$ cat src/assert_macros.svh
// Assertion macros shared by the RTL
`ifndef ASSERT_MACROS_SVH
`define ASSERT_MACROS_SVH
`ifndef NO_ASSERTIONS
`define ASSERT_CLK(label, clk, rst_n, prop) \
  label: assert property (@(posedge clk) disable iff (!rst_n) (prop)) else $error("assert fail");
`define ASSERT_NEVER(label, clk, rst_n, prop) \
  label: assert property (@(posedge clk) disable iff (!rst_n) !(prop)) else $error("assert fail");
`else
`define ASSERT_CLK(label, clk, rst_n, prop)
`define ASSERT_NEVER(label, clk, rst_n, prop)
`endif
`endif

$ cat src/ffpa_pkg.sv
// ----------------------------------------------------------------------------
// ffpa_pkg
// Types and constants of the first-fit pool allocator.
// ----------------------------------------------------------------------------
`timescale 1ns / 1ps
package ffpa_pkg;
  localparam int POOL_ADDR_BITS = 16;

  localparam logic       OP_ALLOC = 1'b0;
  localparam logic       OP_FREE  = 1'b1;
  localparam logic [2:0] ST_OK      = 3'd0;
  localparam logic [2:0] ST_NOFIT   = 3'd1;
  localparam logic [2:0] ST_FULL    = 3'd2;
  localparam logic [2:0] ST_UNKNOWN = 3'd3;
  localparam logic [2:0] ST_ZERO    = 3'd4;

  typedef struct packed {
    logic                      op;
    logic [POOL_ADDR_BITS:0]   request_size;
    logic [POOL_ADDR_BITS-1:0] free_offset;
  } in_beat_t;

  typedef struct packed {
    logic [2:0]                status;
    logic [POOL_ADDR_BITS-1:0] granted_offset;
  } out_beat_t;

  typedef enum logic [2:0] {
    S_IDLE, S_MATCH, S_EDIT, S_MERGE_NEXT, S_MERGE_PREV, S_DONE
  } state_t;

  // Shift command to all cells
  typedef enum logic [1:0] {SH_HOLD, SH_UP, SH_DOWN} shift_t;

  typedef struct packed {
    logic       init;
    shift_t     shift;
    logic       wr_en;
  } cell_ctl_t;
endpackage

$ cat src/ffpa_cell.sv
// ----------------------------------------------------------------------------
// ffpa_cell
// One table entry: holds a segment, compares it, shifts with its neighbors.
// ----------------------------------------------------------------------------
`timescale 1ns / 1ps
module ffpa_cell #(
  parameter int LW = 17,
  parameter int AW = 16
) (
  input  logic              clk,
  input  ffpa_pkg::cell_ctl_t ctl,
  input  logic              is_first,
  input  logic [LW-1:0]     init_len,
  input  logic              sel_up,
  input  logic              sel_down,
  input  logic              sel_wr,
  input  logic [AW-1:0]     wr_start,
  input  logic [LW-1:0]     wr_len,
  input  logic              wr_free,
  input  logic [AW-1:0]     lo_start,
  input  logic [LW-1:0]     lo_len,
  input  logic              lo_free,
  input  logic [AW-1:0]     hi_start,
  input  logic [LW-1:0]     hi_len,
  input  logic              hi_free,
  input  logic [LW-1:0]     req,
  input  logic [AW-1:0]     ofs,
  output logic [AW-1:0]     start_o,
  output logic [LW-1:0]     len_o,
  output logic              free_o,
  output logic              fit_o,
  output logic              hit_o
);
  logic [AW-1:0] start_r;
  logic [LW-1:0] len_r;
  logic          free_r;

  always_ff @(posedge clk) begin
    if (ctl.init) begin
      start_r <= '0;
      len_r   <= is_first ? init_len : '0;
      free_r  <= is_first;
    end else if (ctl.wr_en && sel_wr) begin
      start_r <= wr_start;
      len_r   <= wr_len;
      free_r  <= wr_free;
    end else if (ctl.shift == ffpa_pkg::SH_UP && sel_up) begin
      start_r <= lo_start;
      len_r   <= lo_len;
      free_r  <= lo_free;
    end else if (ctl.shift == ffpa_pkg::SH_DOWN && sel_down) begin
      start_r <= hi_start;
      len_r   <= hi_len;
      free_r  <= hi_free;
    end
  end

  assign start_o = start_r;
  assign len_o   = len_r;
  assign free_o  = free_r;
  assign fit_o   = free_r && (len_r >= req);
  assign hit_o   = !free_r && (start_r == ofs);
endmodule

$ cat config.mk
export PLATFORM = sky130hd
export DESIGN_NAME = ffpa_cell
export DESIGN_NICKNAME = d
export VERILOG_FILES = /design/src/assert_macros.svh /design/src/ffpa_pkg.sv /design/src/ffpa_cell.sv
export SDC_FILE = /design/constraint.sdc
export NUM_CORES = 1
export LEC_CHECK = 0
export ABC_AREA = 1
export BUFFER_PORTS_ARGS = -buffer_cell sky130_fd_sc_hd__buf_4
export CELL_PAD_IN_SITES_DETAIL_PLACEMENT = 0
export CELL_PAD_IN_SITES_GLOBAL_PLACEMENT = 1
export CORE_ASPECT_RATIO = 0.5
export CORE_MARGIN = 3
export CORE_UTILIZATION = 29
export CTS_CLUSTER_DIAMETER = 200
export DETAILED_ROUTE_END_ITERATION = 12
export GPL_TIMING_DRIVEN = 0
export PLACE_DENSITY_LB_ADDON = 0.1
export SYNTH_ARGS = -nofsm -noshare
export SYNTH_HDL_FRONTEND = slang
export SYNTH_SLANG_ARGS = --single-unit
export TNS_END_PERCENT = 1
$ cat constraint.sdc
create_clock -name clk -period 3.7 [get_ports clk]
set_input_delay 0.185 -clock clk [delete_from_list [all_inputs] [get_ports clk]]
set_output_delay 0.185 -clock clk [all_outputs]
set_load 0.01 [all_outputs]
==> run_results.csv, run 1 <==
group,metric,value,unit
status,run_status,"finished clean",
place,dp_cells,714,
global_route,grt_max_degree,19,
routing,drc,0,
timing,tightest_slew,0.638,ns
global_route,grt_usage,0.184,
die,start_util,0.309,
routing,ant_nets,0,
layout,area_delta_synth_final,65.0,%
clock_tree,cts_buffers,5,
critical_path,crit_path_max_incr_delay,0.43,ns
critical_path,path_cells,"ha_1 > nand2_1 > nor2_1 > nand2_1 > nor2_1 > nor2_1 > a21oi_1 > buf_4",
die,chipWidth,145,µm
layout,final_cells,722,
synthesis,synth_area_leaders,"edfxtp_1 19%, dfxtp_1 12%, inv_1 9.6%",
power,swShare,0.267,
timing,holdWs,0.176,ns
timing,hold_viol_final,0,
timing,fin_crit_sh,0.531,
routing,via_per_inst,4.56,
critical_path,worstSetupStartpointType,"flop",
clock_tree,clockBufferDepth,2,
global_route,overflow,0,
critical_path,cp_max_fo,2,
layout,n_fill_cell,936,
synthesis,synthesis.nets,580,
place,port_buffers,195,
power,p_sw,0.000403,W
power,internal-power,0.00111,W
timing,fin_crit,1.97,ns
critical_path,worst-setup-path-type,"reg2out",
place,hpwlAfterDp,8610,µm
power,peakVddDrop,0.000203,V
routing,first_pass_iters,4,
timing,rsz0062_at_grt,"no",
timing,slew_headroom,0.574,
critical_path,crit_path_frequent_cell,"nor2_1",
timing,skew,0,ns
layout,drive_gt1_frac,0.372,
routing,drt-initial-drc-count,150,
power,clkPwrFrac,0.372,
routing,drt_wl_total,10300,µm
power,p_per_area,329,nW/µm²
clock_tree,cts_resized,0,
synthesis,yosysSeqAreaShare,0.309,
power,p_leak,2.36,nW
timing,setup_tns,0,ns
clock_tree,clk_latency,0.27,ns
routing,routedWlPerCell,14.3,µm
layout,layout_common_cells,"199 x buf_4, 71 x inv_1, 60 x nand2_1, 51 x o21ai_0, 38 x a21oi_1",
critical_path,slowest_stage,"edfxtp_1",
synthesis,netlist_instances,402,
hold_path,hold_path_class,"in2reg",
clock_tree,htree_levels,2,
global_route,antenna_found_initial,0,
routing,num_vias,3294,
synthesis,ys_warn_count,0,
timing,finalSetupViolCount,0,
layout,final_common_cell,"buf_4",
die,pin_count,197,
critical_path,worst_ep_required_time,3.51,ns
layout,fin_nets,782,
place,place.gp.congestion,0.843,
layout,multi_input_area,1520,µm²
synthesis,ys_ff_latch,34,
layout,final-seq-area,861,µm²
die,rows,24,
critical_path,critPathCaptureType,"output pin",
critical_path,timing.critical_path.arrival,1.78,ns
synthesis,yosysTopAreaCell,"edfxtp_1",
clock_tree,clk_pin_slew,0.06,ns
timing,max_freq,509,MHz
clock_tree,postCtsSetupRepairBufs,0,
synthesis,syn_avg_cell_area,6.92,µm²
synthesis,synth_top_area_frac,0.194,
global_route,grt_pass1_wl,15500,µm
clock_tree,cts_hold_buffers,0,
timing,drv_slew,0,
clock_tree,cts_root_buf,"clkbuf_16",
synthesis,synth_cell_types,29,
die,core,9010,µm²
global_route,grt_pass1_vias,3092,
run,drv_cap,0,
clock_tree,tritoncts,"yes",
power,power_frac_comb,0.306,
clock_tree,cts.sinks,34,
die,dieArea,10900,µm²
layout,diodes,0,
die,die_h,75.3,µm
synthesis,syn_area,2780,µm²
power,power_frac_seq,0.322,
[layout make-up]
type,count,share of cell area
flip-flops and latches,34,0.187
clock buffers,6,0.0302
multi-input cells,274,0.331
well taps,117,0.0319
clock inverters,2,0.0131
plain buffers,23,0.0294
inverters,71,0.0580
repair buffers,195,0.319
[cell families after synthesis]
kind of cell	Yosys count	share of synthesized area
AO/OA/AOI/OAI	143	0.274
adder cells (fa/ha/maj)	17	0.0764
AND/OR/NAND/NOR	107	0.174
buffers and inverters	94	0.144
flip-flops	34	0.309
XOR/XNOR	7	0.0220
[sequential cells by signal (all words and copies together) (netlist names)]
register  count
len_o        17
start_o      16
free_o        1
[Yosys cell counts]
library cell	count
inv_1	71
nand2_1	60
o21ai_0	51
a21oi_1	38
o21ai_1	35
nand3_1	20
edfxtp_1	18
ha_1	17
dfxtp_1	16
nor2_1	15
o211ai_1	15
buf_2	8
clkbuf_1	6
buf_4	4
nand4_1	4
xor2_1	4
buf_6	3
xnor2_1	3
a21o_1	2
nor3_1	2
or2_2	2
buf_1	1
clkbuf_2	1
nand2_2	1
nand3_2	1
nand3_4	1
nor2_8	1
o2111ai_1	1
o22ai_1	1
[stage by stage]
step / utilization / setup WS (ns) / power (W) / instance area [µm²]
floorplan: - / 2.18 / 0.000699 / 2780
finish: 0.510 / 1.73 / 0.00151 / 4590
detailed placement: 0.488 / 1.80 / 0.000962 / 4390
CTS: 0.510 / 1.70 / 0.00153 / 4590
global placement: 0.488 / 1.79 / 0.000957 / 4390
global route: 0.510 / 1.55 / 0.00160 / 4590
[routing by layer]
metal / track usage / part of all wire / vias up / routed length, µm
met5: 0 / 0 / - / 0
met4: 0.0290 / 0.0068 / 0 / 70
met3: 0.0622 / 0.091 / 7 / 938
met2: 0.312 / 0.47 / 111 / 4840
met1: 0.236 / 0.43 / 1425 / 4490
li1: - / - / 1751 / -
[final timing paths]
path	from	to	slack, ns	cells after the start
max	len_o[16]$_DFFE_PP_	fit_o	1.73	8
min	hi_start[15]	start_o[15]$_SDFFE_PP0P_	0.18	3
min reg2reg	start_o[7]$_SDFFE_PP0P_	start_o[7]$_SDFFE_PP0P_	0.48	2
max reg2reg	start_o[0]$_SDFFE_PP0P_	start_o[0]$_SDFFE_PP0P_	3.11	2
[critical path: cells and delay by family (launching register included)]
kind            cells  cell delay, ns
compound gates      1            0.16
fa+ha+maj           1            0.32
buf+inv             1            0.15
flops               1            0.43
simple gates        5            0.44
[power groups by stage]
stage	clock network (W)	registers [W]	logic, W
after CTS	0.000572	0.000487	0.000468
after floorplan	0	0.000504	0.000194
after global placement	0	0.000495	0.000462
after detailed placement	0	0.000495	0.000467
after global routing	0.000585	0.000494	0.000520
final	0.000561	0.000486	0.000462
(Power assumes the default switching activity.)
==> run 2: changes to the inputs <==
--- a/config.mk
+++ b/config.mk
@@ -11,7 +11,7 @@
 export CELL_PAD_IN_SITES_GLOBAL_PLACEMENT = 1
 export CORE_ASPECT_RATIO = 0.5
 export CORE_MARGIN = 3
-export CORE_UTILIZATION = 29
+export CORE_UTILIZATION = 24
 export CTS_CLUSTER_DIAMETER = 200
 export DETAILED_ROUTE_END_ITERATION = 12
 export GPL_TIMING_DRIVEN = 0
==> constraint.sdc (replaced) <==
create_clock -name clk -period 1.7 [get_ports clk]
set_input_delay 0.085 -clock clk [delete_from_list [all_inputs] [get_ports clk]]
set_output_delay 0.085 -clock clk [all_outputs]
set_load 0.01 [all_outputs]
==> run_results.csv, run 2 (synthesis results as in run 1) <==
group,metric,value,unit
layout,layout_common_cells,"202 x buf_4, 71 x inv_1, 58 x nand2_1, 51 x o21ai_0, 38 x a21oi_1",
global_route,gr-usage-met3,0.0411,
layout,n_fill_cell,1201,
die,rows,27,
critical_path,reg2reg_to,"start_o[12]$_SDFFE_PP0P_",
layout,fin_nets,785,
clock_tree,clk_latency,0.28,ns
routing,ant_nets,0,
place,hpwlAfterDp,9030,µm
layout,diodes,0,
power,p_per_area,646,nW/µm²
routing,drt_wl_total,11100,µm
critical_path,rrSetupSlack,1.09,ns
die,start_util,0.250,
timing,rsz0062_at_grt,"yes",
die,die_h,82.1,µm
global_route,antenna_found_initial,0,
status,run_status,"complete, but fails checks",
power,power_frac_seq,0.353,
clock_tree,cts_root_buf,"clkbuf_16",
critical_path,worst-setup-path-type,"reg2out",
hold_path,hold_path_class,"in2reg",
timing,drv_slew,0,
routing,drc,0,
clock_tree,tritoncts,"yes",
timing,tightest_slew,0.667,ns
critical_path,crit_path_max_incr_delay,0.49,ns
global_route,grt_busiest_layer,"met2",
layout,finish.utilization,0.418,
critical_path,worst_ep_required_time,1.62,ns
routing,num_vias,3341,
layout,drive_gt1_frac,0.388,
global_route,grt_pass1_vias,3181,
timing,setup_tns,-0.131,ns
hold_path,worstHoldStart,"hi_start[15]",
clock_tree,cts_buffers,5,
clock_tree,htree_levels,2,
power,internal-power,0.00209,W
critical_path,reg2regPathDepth,2,
global_route,grt_pass1_wl,16500,µm
critical_path,r2r_start,"start_o[12]$_SDFFE_PP0P_",
hold_path,worst_hold_path.num_cells,3,
die,chipWidth,158,µm
timing,setup_ws,-0.131,ns
layout,final_common_cell,"buf_4",
power,p_sw,0.000914,W
place,place.gp.congestion,0.805,
power,peakVddDrop,0.000358,V
critical_path,worstSetupStartpointType,"flop",
clock_tree,clk_pin_slew,0.06,ns
run,drv_cap,0,
critical_path,timing.critical_path.arrival,1.75,ns
timing,finalSetupViolCount,1,
timing,max_freq,546,MHz
layout,area_delta_synth_final,67.3,%
die,pin_count,197,
timing,hold_viol_final,0,
status,violations,"negative setup slack",
timing,slew_headroom,0.555,
critical_path,path_cells,"ha_4 > nand2_4 > nor2_4 > nand2_2 > nor2_2 > nor2_1 > a21oi_1 > buf_4",
power,p_leak,2.36,nW
global_route,overflow,0,
routing,routedWlPerCell,14.7,µm
power,power_frac_comb,0.354,
layout,largest_register_ffs,17,
timing,fin_crit_sh,1.08,
timing,skew,0,ns
global_route,use_met1,0.214,
clock_tree,cts.sinks,34,
hold_path,hold_path_end,"start_o[15]$_SDFFE_PP0P_",
routing,via_per_inst,4.44,
die,core,11100,µm²
critical_path,critPathCaptureType,"output pin",
global_route,met2_usage,0.275,
timing,fin_crit,1.83,ns
power,clkPwrFrac,0.293,
die,dieArea,13000,µm²
global_route,grt_usage,0.163,
routing,drt-initial-drc-count,105,
place,port_buffers,195,
clock_tree,clockBufferDepth,2,
global_route,grt_max_degree,19,
power,swShare,0.304,
critical_path,slowest_stage,"edfxtp_1",
critical_path,cp_max_fo,2,
routing,first_pass_iters,4,
## run 2: worst max-delay path, delay by kind of cell (launching register included)
family          cells  cell delay, ns
buf+inv             1            0.14
compound gates      1            0.14
fa+ha+maj           1            0.33
simple gates        5            0.36
flops               1            0.49
## run 2: through the flow
stage                     setup WS [ns]  cell area [µm²]  instances  hold slack (ns)  total power, W
after floorplan                   0.284             2780        402            0.254         0.00152
after global placement           -0.108             4430        742            0.356         0.00209
after detailed placement         -0.145             4430        742            0.365         0.00210
after CTS                        -0.141             4580        752           0.0728         0.00301
after global routing             -0.218             4660        753           0.0864         0.00321
final                            -0.131             4660        753           0.0740         0.00301
## run 2: metal layers
layer / part of all wire / up-vias / routed length (µm)
li1: - / 1761 / -
met1: 0.45 / 1467 / 5020
met2: 0.46 / 101 / 5120
met3: 0.067 / 12 / 743
met4: 0.017 / 0 / 183
met5: 0 / - / 0
## run 2: repair_timing
action,in CTS,in global routing
buffers inserted,2,1
endpoints found under the setup margin,1,1
pin swaps,4,8
hold buffers,0,0
resized for setup,0,12
cloned,0,0
## run 2: worst max-delay path by stage
stage                                     to  cells after the start           startpoint  slack [ns]
after floorplan                        fit_o                      7  len_o[16]$_DFFE_PP_        0.28
after global placement    len_o[3]$_DFFE_PP_                      7               ctl[2]       -0.11
after detailed placement  len_o[2]$_DFFE_PP_                      7               ctl[2]       -0.15
after CTS                              fit_o                      8  len_o[16]$_DFFE_PP_       -0.14
after global routing                   fit_o                      8   len_o[4]$_DFFE_PP_       -0.22
final                                  fit_o                      8  len_o[16]$_DFFE_PP_       -0.13
## run 2: power by group through the flow
stage	logic, W	registers, W	clock network, W
6_report	0.00107	0.00106	0.000880
5_1_grt	0.00120	0.00108	0.000931
4_1_cts	0.00104	0.00106	0.000906
3_5_place_dp	0.00103	0.00108	0
3_3_place_gp	0.00101	0.00108	0
2_1_floorplan	0.000423	0.00110	0
## run 2: area by class of cell
cell class                      instances  area (µm²)  share of cell area
Sequential cell                        34         861               0.185
Buffer                                 23         135              0.0290
Tap cell                              145         181              0.0390
Timing Repair Buffer                  198        1490               0.319
Clock buffer                            6         129              0.0277
Multi-Input combinational cell        274        1590               0.341
Inverter                               71         267              0.0572
Clock inverter                          2        8.76             0.00188
==> run 3: changes to the inputs <==
--- a/config.mk
+++ b/config.mk
@@ -16,6 +16,9 @@
 export DETAILED_ROUTE_END_ITERATION = 12
 export GPL_TIMING_DRIVEN = 0
 export PLACE_DENSITY_LB_ADDON = 0.1
+export RECOVER_POWER = 50
+export REMOVE_ABC_BUFFERS = 1
+export SKIP_CTS_REPAIR_TIMING = 1
 export SYNTH_ARGS = -nofsm -noshare
 export SYNTH_HDL_FRONTEND = slang
 export SYNTH_SLANG_ARGS = --single-unit
==> run_results.csv, run 3 (synthesis results as in run 1) <==
group,metric,value,unit
timing,slew_headroom,0.584,
die,core,11100,µm²
critical_path,worstSetupStartpointType,"flop",
power,peakVddDrop,0.000318,V
routing,num_vias,3200,
global_route,overflow,0,
timing,rsz0062_at_grt,"yes",
timing,setup_ws,-0.0969,ns
hold_path,worst_hold_path.num_cells,3,
power,internal-power,0.00202,W
place,place.gp.congestion,0.734,
routing,routedWlPerCell,13.7,µm
place,hpwlAfterDp,7690,µm
timing,drv_slew,0,
die,pin_count,197,
hold_path,hold_path_class,"in2reg",
global_route,grt_max_degree,68,
timing,finalSetupViolCount,1,
layout,area_delta_synth_final,61.4,%
timing,tightest_slew,0.623,ns
status,run_status,"complete, but fails checks",
layout,drive_gt1_frac,0.330,
clock_tree,clk_latency,0.28,ns
die,chipWidth,158,µm
layout,fin_nets,765,
power,power_frac_comb,0.338,
place,dp_cells,721,
routing,ant_nets,0,
power,p_leak,2.18,nW
die,start_util,0.250,
critical_path,worst-setup-path-type,"reg2out",
clock_tree,tritoncts,"yes",
die,rows,27,
critical_path,cp_max_fo,2,
power,clkPwrFrac,0.302,
place,port_buffers,196,
die,die_h,82.1,µm
routing,drt_wl_total,10000,µm
clock_tree,htree_levels,2,
layout,largest_register_ffs,17,
die,dieArea,13000,µm²
critical_path,timing.critical_path.arrival,1.71,ns
clock_tree,clockBufferDepth,2,
critical_path,critPathCaptureType,"output pin",
timing,hold_viol_final,0,
routing,via_per_inst,4.37,
power,swShare,0.307,
timing,skew,0,ns
place,dpl_cell_area,4320,µm²
clock_tree,clk_pin_slew,0.06,ns
run,drv_cap,0,
routing,drt-initial-drc-count,82,
clock_tree,cts_root_buf,"clkbuf_16",
global_route,grt_pass1_vias,2898,
timing,max_freq,557,MHz
layout,final_cells,732,
routing,drc,0,
timing,fin_crit,1.80,ns
power,p_per_area,650,nW/µm²
critical_path,worst_ep_required_time,1.62,ns
power,power_frac_seq,0.360,
layout,diodes,0,
clock_tree,cts_buffers,5,
clock_tree,cts.sinks,34,
power,p_sw,0.000897,W
global_route,grt_usage,0.144,
global_route,antenna_found_initial,0,
layout,final_common_cell,"buf_4",
routing,first_pass_iters,5,
layout,final_area,4490,µm²
timing,fin_crit_sh,1.06,
layout,layout_common_cells,"163 x buf_4, 69 x inv_1, 56 x nand2_1, 51 x o21ai_0, 38 x a21oi_1",
status,violations,"negative setup slack",
critical_path,reg2regPathDepth,2,
global_route,grt_pass1_wl,14700,µm
==> run 3: changes by cell type in the layout (fill, tap and decap cells not counted), sizes merged <==
cell	delta
buf	-46
clkbuf	+27
clkinv	-2
clkinvlp	+2
inv	-2
==> run 3: power by group through the flow <==
| stage | clock [W] | sequential [W] | combinational (W) |
|---|---|---|---|
| 6_report | 0.000882 | 0.00105 | 0.000986 |
| 5_1_grt | 0.000944 | 0.00106 | 0.00112 |
| 4_1_cts | 0.000918 | 0.00105 | 0.00100 |
| 3_5_place_dp | 0 | 0.00107 | 0.00100 |
| 3_3_place_gp | 0 | 0.00107 | 0.000991 |
| 2_1_floorplan | 0 | 0.00110 | 0.000387 |
==> run 3: final timing paths <==
path	startpoint	endpoint	slack, ns
worst min register to register	start_o[13]$_SDFFE_PP0P_	start_o[13]$_SDFFE_PP0P_	0.47
worst max-delay path	len_o[5]$_DFFE_PP_	fit_o	-0.1
worst min-delay path	hi_start[15]	start_o[15]$_SDFFE_PP0P_	0.07
worst max register to register	start_o[10]$_SDFFE_PP0P_	start_o[10]$_SDFFE_PP0P_	1.12
==> run 3: worst max-delay path: stages, from the launching register on <==
cell,delay (ns)
edfxtp_1,0.43
ha_1,0.32
nand2_2,0.06
nor2_4,0.12
nand3_2,0.08
nor2_2,0.10
nor2_1,0.04
a21oi_1,0.14
buf_4,0.14
==> run 3: layer usage <==
metal	track usage	routed length (µm)
met5	0	0
met4	0.0240	47
met3	0.0448	713
met2	0.252	4910
met1	0.179	4380
==> run 3: through the flow <==
stage | hold WS (ns) | setup slack, ns | total power, W | TNS, ns | util
after global placement | 0.364 | -1.91 | 0.00206 | -71.75 | 0.386
after global routing | 0.0827 | -0.227 | 0.00312 | -1.94 | 0.403
after detailed placement | 0.362 | -1.54 | 0.00207 | -49.43 | 0.388
after CTS | 0.0664 | -1.24 | 0.00297 | -34.27 | 0.400
final | 0.0747 | -0.0969 | 0.00292 | -0.0969 | 0.403
after floorplan | 0.267 | -0.474 | 0.00148 | -9.60 | -
==> run 3: final cells by class <==
| class | count | area (µm²) |
|---|---|---|
| clock buffers | 7 | 133 |
| fillers | 1232 | 6660 |
| inverters | 71 | 274 |
| multi-input cells | 274 | 1590 |
| flip-flops and latches | 34 | 861 |
| well taps | 145 | 181 |
| repair buffers | 201 | 1450 |
